$ cat config.mk
export PLATFORM = sky130hd
export DESIGN_NAME = srecord_s2_to_binary_top
export DESIGN_NICKNAME = d
export VERILOG_FILES = /design/src/hw/rtl/sr2b_pkg.sv /design/src/hw/rtl/srecord_s2_to_binary_top.sv /design/src/hw/rtl/sr2b_core.sv
export SDC_FILE = /design/constraint.sdc
export NUM_CORES = 1
export LEC_CHECK = 0
export BUFFER_PORTS_ARGS = -buffer_cell sky130_fd_sc_hd__buf_4
export CORE_MARGIN = 5
export CORE_UTILIZATION = 61
export DETAILED_ROUTE_END_ITERATION = 12
export PLACE_DENSITY = 0.81
export RECOVER_POWER = 25
export SLEW_MARGIN = 25
export SYNTH_ARGS = -nofsm -noshare
export SYNTH_HDL_FRONTEND = slang
export SYNTH_SLANG_ARGS = --single-unit
$ cat constraint.sdc
create_clock -name clock -period 4.9 [get_ports clock]
set_input_delay 0.98 -clock clock [delete_from_list [all_inputs] [get_ports clock]]
set_output_delay 0.98 -clock clock [all_outputs]
set_load 0.01 [all_outputs]
$ cat src/hw/rtl/sr2b_pkg.sv
package sr2b_pkg;

   localparam logic [2:0] PH_HUNT  = 3'd0;
   localparam logic [2:0] PH_TYPE  = 3'd1;
   localparam logic [2:0] PH_COUNT = 3'd2;
   localparam logic [2:0] PH_ADDR  = 3'd3;
   localparam logic [2:0] PH_DATA  = 3'd4;
   localparam logic [2:0] PH_CSUM  = 3'd5;

   localparam logic [1:0] K_DATA   = 2'd0;
   localparam logic [1:0] K_ACCEPT = 2'd1;
   localparam logic [1:0] K_ERROR  = 2'd2;
   localparam logic [1:0] K_END    = 2'd3;

   localparam logic [2:0] E_NONE      = 3'd0;
   localparam logic [2:0] E_TYPE      = 3'd1;
   localparam logic [2:0] E_SHORT     = 3'd2;
   localparam logic [2:0] E_GAP       = 3'd3;
   localparam logic [2:0] E_NONHEX    = 3'd4;
   localparam logic [2:0] E_CHECKSUM  = 3'd5;
   localparam logic [2:0] E_TRUNCATED = 3'd6;

   localparam logic [7:0] CH_S   = 8'h53;
   localparam logic [7:0] CH_TWO = 8'h32;

   localparam int OFFSET_W = 24;

   typedef struct packed {
      logic                valid;
      logic [1:0]          kind;
      logic [7:0]          data;
      logic [OFFSET_W-1:0] offset;
      logic [2:0]          err;
   } res_type;

   // bit 4 set when the character is a hex digit, low bits hold its value
   function automatic logic [4:0] hex_decode(input logic [7:0] c);
      logic [4:0] r;
      r = 5'd0;
      if (c >= 8'h30 && c <= 8'h39) begin
         r = {1'b1, 4'(c - 8'h30)};
      end else if (c >= 8'h41 && c <= 8'h46) begin
         r = {1'b1, 4'(c - 8'h37)};
      end else if (c >= 8'h61 && c <= 8'h66) begin
         r = {1'b1, 4'(c - 8'h57)};
      end
      return r;
   endfunction

endpackage

$ cat src/hw/rtl/srecord_s2_to_binary_top.sv
// an accepted item is held in the input register, and any result it gives is registered for rsp
// throughput: one character item per cycle while rsp is not stalled, limited by the single parse state update
// the input register and the result register each free up as they are passed on
// reset: synchronous, active high; parser returns to hunting, totals clear, halt clears
// after an error result the block takes items but gives no result until reset
module srecord_s2_to_binary_top #(
   parameter int ADDRESS_BITS = 24
) (
   input  logic        clock,
   input  logic        reset,
   input  logic        req_tvalid,
   output logic        req_tready,
   input  logic [7:0]  req_tdata,  // text_char[7:0]
   input  logic        req_tlast,  // end_of_input
   output logic        rsp_tvalid,
   input  logic        rsp_tready,
   output logic [39:0] rsp_tdata,  // data_byte[7:0], byte_offset[31:8], error_code[34:32], zero
   output logic [1:0]  rsp_tuser   // result_kind
);
   import sr2b_pkg::*;

   logic       in_valid_ff, in_valid_in;
   logic [7:0] in_char_ff;
   logic       in_last_ff;
   logic       out_valid_ff, out_valid_in;
   res_type    out_ff;
   res_type    res;
   logic       advance;
   logic       req_take;

   assign advance    = in_valid_ff && (!out_valid_ff || rsp_tready);
   assign req_tready = !in_valid_ff || advance;
   assign req_take   = req_tvalid && req_tready;

   sr2b_core #(
      .ADDRESS_BITS(ADDRESS_BITS)
   ) u_core (
      .clock       (clock),
      .reset       (reset),
      .step        (advance),
      .text_char   (in_char_ff),
      .end_of_input(in_last_ff),
      .res         (res)
   );

   always_comb begin
      in_valid_in = in_valid_ff;
      if (req_take) begin
         in_valid_in = 1'b1;
      end else if (advance) begin
         in_valid_in = 1'b0;
      end
      out_valid_in = out_valid_ff;
      if (advance) begin
         out_valid_in = res.valid;
      end else if (rsp_tready) begin
         out_valid_in = 1'b0;
      end
   end

   always_ff @(posedge clock) begin
      if (reset) begin
         in_valid_ff  <= 1'b0;
         out_valid_ff <= 1'b0;
      end else begin
         in_valid_ff  <= in_valid_in;
         out_valid_ff <= out_valid_in;
      end
   end

   always_ff @(posedge clock) begin
      if (req_take) begin
         in_char_ff <= req_tdata;
         in_last_ff <= req_tlast;
      end
      if (advance && res.valid) begin
         out_ff <= res;
      end
   end

   assign rsp_tvalid = out_valid_ff;
   assign rsp_tuser  = out_ff.kind;
   assign rsp_tdata  = {5'd0, out_ff.err, out_ff.offset, out_ff.data};

endmodule

$ cat src/hw/rtl/sr2b_core.sv
module sr2b_core #(
   parameter int ADDRESS_BITS = 24
) (
   input  logic             clock,
   input  logic             reset,
   input  logic             step,
   input  logic [7:0]       text_char,
   input  logic             end_of_input,
   output sr2b_pkg::res_type res
);
   import sr2b_pkg::*;

   localparam int TotW = ADDRESS_BITS + 1;
   localparam int CmpW = (TotW > OFFSET_W) ? TotW : OFFSET_W;

   logic [2:0]          phase_ff, phase_in;
   logic [3:0]          high_ff, high_in;
   logic                pending_ff, pending_in;
   logic [7:0]          count_ff, count_in;
   logic [OFFSET_W-1:0] addr_ff, addr_in;
   logic [7:0]          left_ff, left_in;
   logic [7:0]          sum_ff, sum_in;
   logic [TotW-1:0]     total_ff, total_in;
   logic                halted_ff, halted_in;

   logic [4:0]          hex;
   logic [7:0]          b;
   logic [7:0]          left_dec;
   logic [7:0]          payload_len;
   logic [OFFSET_W-1:0] addr_shift;
   logic [TotW:0]       total_sum;

   assign hex         = hex_decode(text_char);
   assign b           = {high_ff, hex[3:0]};
   assign left_dec    = left_ff - 8'd1;
   assign payload_len = count_ff - 8'd4;
   assign addr_shift  = {addr_ff[OFFSET_W-9:0], b};
   assign total_sum   = {1'b0, total_ff} + (TotW+1)'(payload_len);

   always_comb begin
      phase_in   = phase_ff;
      high_in    = high_ff;
      pending_in = pending_ff;
      count_in   = count_ff;
      addr_in    = addr_ff;
      left_in    = left_ff;
      sum_in     = sum_ff;
      total_in   = total_ff;
      halted_in  = halted_ff;
      res        = '0;
      if (step && !halted_ff) begin
         if (end_of_input) begin
            res.valid = 1'b1;
            if (phase_ff == PH_HUNT) begin
               res.kind = K_END;
            end else begin
               res.kind  = K_ERROR;
               res.err   = E_TRUNCATED;
               halted_in = 1'b1;
            end
         end else if (phase_ff == PH_HUNT) begin
            if (text_char == CH_S) phase_in = PH_TYPE;
         end else if (phase_ff == PH_TYPE) begin
            if (text_char != CH_TWO) begin
               res.valid = 1'b1;
               res.kind  = K_ERROR;
               res.err   = E_TYPE;
               halted_in = 1'b1;
            end else begin
               pending_in = 1'b0;
               high_in    = 4'd0;
               phase_in   = PH_COUNT;
            end
         end else if (!hex[4]) begin
            res.valid = 1'b1;
            res.kind  = K_ERROR;
            res.err   = E_NONHEX;
            halted_in = 1'b1;
         end else if (!pending_ff) begin
            high_in    = hex[3:0];
            pending_in = 1'b1;
         end else begin
            pending_in = 1'b0;
            case (phase_ff)
               PH_COUNT: begin
                  count_in = b;
                  sum_in   = b;
                  if (b < 8'd4) begin
                     res.valid = 1'b1;
                     res.kind  = K_ERROR;
                     res.err   = E_SHORT;
                     halted_in = 1'b1;
                  end else begin
                     addr_in  = '0;
                     left_in  = 8'd3;
                     phase_in = PH_ADDR;
                  end
               end
               PH_ADDR: begin
                  addr_in = addr_shift;
                  sum_in  = sum_ff + b;
                  left_in = left_dec;
                  if (left_dec == 8'd0) begin
                     if (CmpW'(addr_shift) != CmpW'(total_ff)) begin
                        res.valid = 1'b1;
                        res.kind  = K_ERROR;
                        res.err   = E_GAP;
                        halted_in = 1'b1;
                     end else begin
                        left_in  = payload_len;
                        phase_in = (payload_len != 8'd0) ? PH_DATA : PH_CSUM;
                     end
                  end
               end
               PH_DATA: begin
                  sum_in     = sum_ff + b;
                  addr_in    = addr_ff + OFFSET_W'(1);
                  left_in    = left_dec;
                  if (left_dec == 8'd0) phase_in = PH_CSUM;
                  res.valid  = 1'b1;
                  res.kind   = K_DATA;
                  res.data   = b;
                  res.offset = addr_ff;
               end
               default: begin
                  res.valid = 1'b1;
                  if ((8'hFF - sum_ff) != b) begin
                     res.kind  = K_ERROR;
                     res.err   = E_CHECKSUM;
                     halted_in = 1'b1;
                  end else begin
                     total_in = total_sum[TotW] ? {TotW{1'b1}} : total_sum[TotW-1:0];
                     phase_in = PH_HUNT;
                     res.kind = K_ACCEPT;
                  end
               end
            endcase
         end
      end
   end

   always_ff @(posedge clock) begin
      if (reset) begin
         phase_ff   <= PH_HUNT;
         high_ff    <= '0;
         pending_ff <= 1'b0;
         count_ff   <= '0;
         addr_ff    <= '0;
         left_ff    <= '0;
         sum_ff     <= '0;
         total_ff   <= '0;
         halted_ff  <= 1'b0;
      end else begin
         phase_ff   <= phase_in;
         high_ff    <= high_in;
         pending_ff <= pending_in;
         count_ff   <= count_in;
         addr_ff    <= addr_in;
         left_ff    <= left_in;
         sum_ff     <= sum_in;
         total_ff   <= total_in;
         halted_ff  <= halted_in;
      end
   end

endmodule

Word level (Yosys, flattened, before mapping)
Cells that the tools add are included.

Logic and storage cells: 175. Bits of input ports: 13. Flip-flop bits (word level): 130. Output and inout bits: 44.

Muxes and demuxes: 75. $lt $le $gt $ge: 7. Reductions and logical operators: 33. Equal/unequal tests: 25. Bitwise gates (word level): 9. Add/subtract/negate cells: 9.

Operator list (count): $mux 32 (4); $mux 38 (3); $mux 3 (24); $pmux 24 s3 (1); $pmux 3 s3 (3); $add 25x8->26 (1); $mux 25 (1); $ne 24x25->1 (1); $add 24x1->24 const B (1); $mux 24 (1); $mux 8 (3); $pmux 8 s3 (1); $mux 1 (22); $ge 8x7->1 const B (2); $le 8x7->1 const B (2); $mux 4 (4); $pmux 8 s2 (1); $reduce_and 8->1 (2); $mux 5 (3); $ne 5x5->1 const B (3); $reduce_and 7->1 (2); $reduce_and 11->1 (1); $not 1->1 (9); $reduce_and 9->1 (1); other kinds (39) (62).

Logic depth before layout (Yosys ltp)
Word-level depth: 16. Mapped depth: 18.

By module
A second synthesis with hierarchy kept.

Cells, all modules: 901. Area total of the unflattened synthesis: 7781.2 µm².

By module, submodules not included: sr2b_core (cells an instance 838, area an instance 6256.0 µm², instances 1); srecord_s2_to_binary_top (cells an instance 63, area an instance 1525.2 µm², instances 1).

Worst setup path after synthesis
OpenSTA, ideal clock, no wires.

Path type: register to register. From: register in_char_ff[1]. To: register u_core.total_ff[11]. Setup time: 69 ps. Period minus slack after synthesis: 3853 ps. Cell stages (with the launch flop): 18. Buffers on the path: 2. Required time: 4831 ps. Setup slack: 1047 ps. Arrival time: 3784 ps. Path through: edfxtp_1 clkinvlp_2 ha_1 or3b_1 o311a_2 a22oi_1 inv_1 ha_1 nand4_1 nor3_1 nand3_1 or2_1 buf_2 nor2_4 nand2_1 or3_1 buf_2 o21ai_1.

Word-level cells in the longest chain between the ends: 8. Elaborated cells between the ends (all ways): 18. Classes of those cells: add/sub (3); order compare (6); eq/ne (1); mux (3); bitwise (1); reduce/logical (4).

RTL lines: start, declared (RTL line srecord_s2_to_binary_top.sv:23) `logic [7:0] in_char_ff;`; start signal, assigned (RTL line srecord_s2_to_binary_top.sv:73) `in_char_ff <= req_tdata;`; $ge 8x7->1 or $le 8x7->1 (tied branches) (RTL line sr2b_pkg.sv:44) `end else if (c >= 8'h61 && c <= 8'h66) begin`; $logic_and 1x1->1 (RTL line sr2b_pkg.sv:44); $mux 5 (RTL line sr2b_pkg.sv:44); $mux 5 (RTL line sr2b_pkg.sv:42) `end else if (c >= 8'h41 && c <= 8'h46) begin`; $mux 5 * (RTL line sr2b_pkg.sv:40) `if (c >= 8'h30 && c <= 8'h39) begin`; via u_core.hex[1] (RTL line sr2b_core.sv:26) `logic [4:0] hex;`; $ne 8x8->1 * (RTL line sr2b_core.sv:127) `if ((8'hFF - sum_ff) != b) begin`; $not 1->1 (no source line) *; $reduce_and 8->1 (no source line) *; end signal, assigned (RTL line sr2b_core.sv:161) `total_ff <= total_in;`; end, declared (RTL line sr2b_core.sv:23) `logic [TotW-1:0] total_ff, total_in;`.

The timed path passes the listed nets; every way through them passes the cells marked *. A chain may end at the register's enable or synchronous reset.

Final worst setup path
From: register in_char_ff[1]. To: register u_core.total_ff[10].

The elaborated chain is that of the path after synthesis.

==> results.tsv <==
stage	metric	value	unit
die	site row count	40	
synth	register area share after synthesis	42.1	%
synth	Post-Syn Instances	843	
pwr	peak supply drop	0.000181	V
die	core area	11900	µm²
die	Die H	119	µm
critical_path	worst path cell trace	clkinvlp_2 > ha_1 > or3b_1 > o311a_2 > a22oi_2 > inv_1 > ha_1 > nand4_1 > nor3_2 > nand3_1 > or2_1 > nor2_4 > nand2_1 > or3_1 > a21bo_1	
finish	area grow syn2layout	11.7	%
clock_network	latest clock arrival within the worst-skew pair	0.43	ns
finish	fillers	932	
timing	skew final	0.00597	ns
clock_network	CTS root buf	clkbuf_16	
clock_network	Num CTS Buffers	17	
finish	layout cells sized above 1	8.21	%
timing	Worst Slack Setup Final	0.305	ns
timing	Final setup viols	0	
critical_path	worst reg2reg endpoint	u_core.total_ff[10]	
critical_path	CP arrival	4.97	ns
global_route	busiest grt layer	met2	
synth	asr flop ratio synth	0	%
status	violations in the final reports	max-capacitance violations, max-slew violations	
run	Max-cap violations	1	
critical_path	FF-to-FF path depth	15	
global_route	initial antenna violation count	0	
critical_path	Startpoint Class	flip-flop	
timing	FMAX	218	MHz
pwr	Static Leakage	2.99	nW
worst_hold_path	Hold WC Path Type	reg2reg	
synth	post-synthesis register bit count	130	
clock_network	H-tree depth	4	
synth	synthesized area	7280	µm²
timing	Period minus WS final	4.60	ns
clock_network	Reg clk slew, reported paths	0.06	ns
timing	fin crit share	93.8	%
drt	Detail Route Antenna Nets	0	
clock_network	hold buffer count at CTS	0	
finish	most common cell after layout, fill and taps aside	nor2_1	
critical_path	critical path required time	5.27	ns
critical_path	worst reg2reg setup slack	0.30	ns
placed_design	PortBufs	51	
global_route	total track usage	26.5	%
global_route	first-pass GRT wire length	30500	µm
clock_network	Post-CTS Setup Repair Bufs	0	
global_route	M1 GR Usage	34.8	%
placed_design	final HPWL from detailed placement	13000	µm
drt	total number of vias	6497	
timing	Total Neg Setup Slack	0	ns
critical_path	Critical Path End	u_core.total_ff[10]	
timing	Max Slew Vio Count	64	
synth	Primary FF master, synth	dfxtp_1	
finish	non-filler cells, final	1024	
synth	Post-synth EDFFs	46	
critical_path	Critical Path End Type	flip-flop	
clock_network	Max Root-Sink Buffers	2	
drt	DR iter-0 viols	808	
die	die footprint	14200	µm²
critical_path	Critical Path Start	in_char_ff[1]	
global_route	M2 GR Usage	42.0	%
finish	Final Cell Area	8130	µm²
status	status	complete, but fails checks	
pwr	total power	2.46	mW
global_route	number of global-route vias before repair	6279	
timing	worst rel slew slack	-91.7	%
clock_network	post_cts resized	0	
critical_path	worst reg2reg path startpoint	in_char_ff[1]	
placed_design	dpl cells	992	
synth	Mean Syn Cell Area	8.64	µm²
timing	unrepaired setup endpoints after global routing	false	
finish	commonest cells after routing, fill and taps aside	nor2_1, dfxtp_1, a21oi_1, nand2_1, o21ai_0	
critical_path	CP dominant cell by count	ha_1	
critical_path	critical path's slowest cell	or3_1	
synth	Synth cell types	71	
die	# IOs	57	
die	chip width	119	µm
critical_path	max incr delay on CP	0.53	ns
drt	Initial DRT Pass Iterations	5	
global_route	met3 Usage GRT	5.32	%
placed_design	dpl cell area	7660	µm²
pwr	PD cells	302	nW/µm²
clock_network	CTS tree	yes	
critical_path	critical path class	reg2reg	
critical_path	CP max FO	14	
global_route	largest net degree at the start of global routing	64	
drt	Residual DRC	0	
placed_design	Post-Place Setup Slack	0.177	ns
timing	Worst Tran Pin Value	2.88	ns
finish	fin nets	903	
global_route	global route overflow	0	
clock_network	clock sink total	130	
drt	final WL	18800	µm
die	Initial Utilization	61.4	%
finish	Ant. Diodes	0	
drt	post-DR vias/cell	6.34	
placed_design	gp weighted congestion	0.994	
synth	Synth warnings	0	
timing	Fin. Hold Viols	0	
drt	mean routed wirelength per cell	18.4	µm
power breakdown:
group / switching [mW] / internal, mW / leakage, nW / total (mW)
clock network: 0.474 / 0.771 / 0.277 / 1.25
registers: 0.00808 / 1.13 / 1.09 / 1.14
logic: 0.0492 / 0.0225 / 1.63 / 0.0718
total: 0.531 / 1.92 / 2.99 / 2.46
sequential cells by signal (all words and copies together) (netlist names):
signal / cells
in_char_ff: 8
in_last_ff: 1
in_valid_ff: 1
rsp_tdata: 35
rsp_tuser: 2
rsp_tvalid: 1
u_core.addr_ff: 24
u_core.count_ff: 8
u_core.halted_ff: 1
u_core.high_ff: 4
u_core.left_ff: 8
u_core.pending_ff: 1
u_core.phase_ff: 3
u_core.sum_ff: 8
u_core.total_ff: 25
per-layer routing:
metal  vias up  part of all wire [%]
li1       3052                     -
met1      3041                    41
met2       340                    47
met3        64                   9.0
met4         0                   2.7
met5         -                     0
final cells by class:
type                            count  area [µm²]  share of cell area (%)
Clock inverter                     13         135                    1.66
Clock buffer                       19         453                    5.57
Tap cell                          147         184                    2.26
Multi-Input combinational cell    630        3900                    47.9
Inverter                           29         110                    1.35
Timing Repair Buffer               56         289                    3.55
Sequential cell                   130        3060                    37.7
through the flow:
step	util (%)	hold WS, ns
detailed placement	64.6	0.456
CTS	69.6	0.464
global route	68.6	0.483
floorplan	-	0.436
finish	68.6	0.466
global placement	64.6	0.442
cell families after synthesis:
logic type / synth area share, %
AOI/OAI and AO/OA: 19.0
xor gates and xnor gates: 7.34
adders and majority gates: 4.68
buffers and inverters: 4.80
DFF: 42.1
muxes: 0.963
other: 0.0515
and+or+nand+nor: 21.1
cells in the mapped netlist, drive strengths merged (9+ instances only):
cell	count	area share, %
nor2	90	4.7
dfxtp	84	23
a21oi	69	4.8
o21ai	69	4.7
nand2	66	3.4
clkbuf	49	2.5
edfxtp	46	19
xor2	41	4.9
and2	31	2.7
inv	28	1.4
nor3	28	1.9
ha	24	4.1
nand3	24	1.7
xnor2	20	2.4
nand4	13	1.2
a211oi	10	1.3
a22oi	9	0.93
buf	9	0.76
worst min-delay path by stage:
stage / start / end / slack, ns / cells past startpoint
after floorplan: u_core.sum_ff[0] / u_core.sum_ff[0] / 0.44 / 2
after global placement: u_core.sum_ff[2] / u_core.sum_ff[2] / 0.44 / 2
after detailed placement: u_core.sum_ff[2] / u_core.sum_ff[2] / 0.46 / 2
after CTS: u_core.sum_ff[2] / u_core.sum_ff[2] / 0.46 / 2
after global routing: u_core.sum_ff[2] / u_core.sum_ff[2] / 0.48 / 2
final: u_core.sum_ff[2] / u_core.sum_ff[2] / 0.47 / 2
worst max-delay path: cells and delay by family, from the launching register on:
family	cells	cell delay, ns
compound gates	3	0.77
buf+inv	2	0.39
fa+ha+maj	2	0.60
flops	1	0.44
simple gates	8	2.33
(Power assumes the default switching activity.)
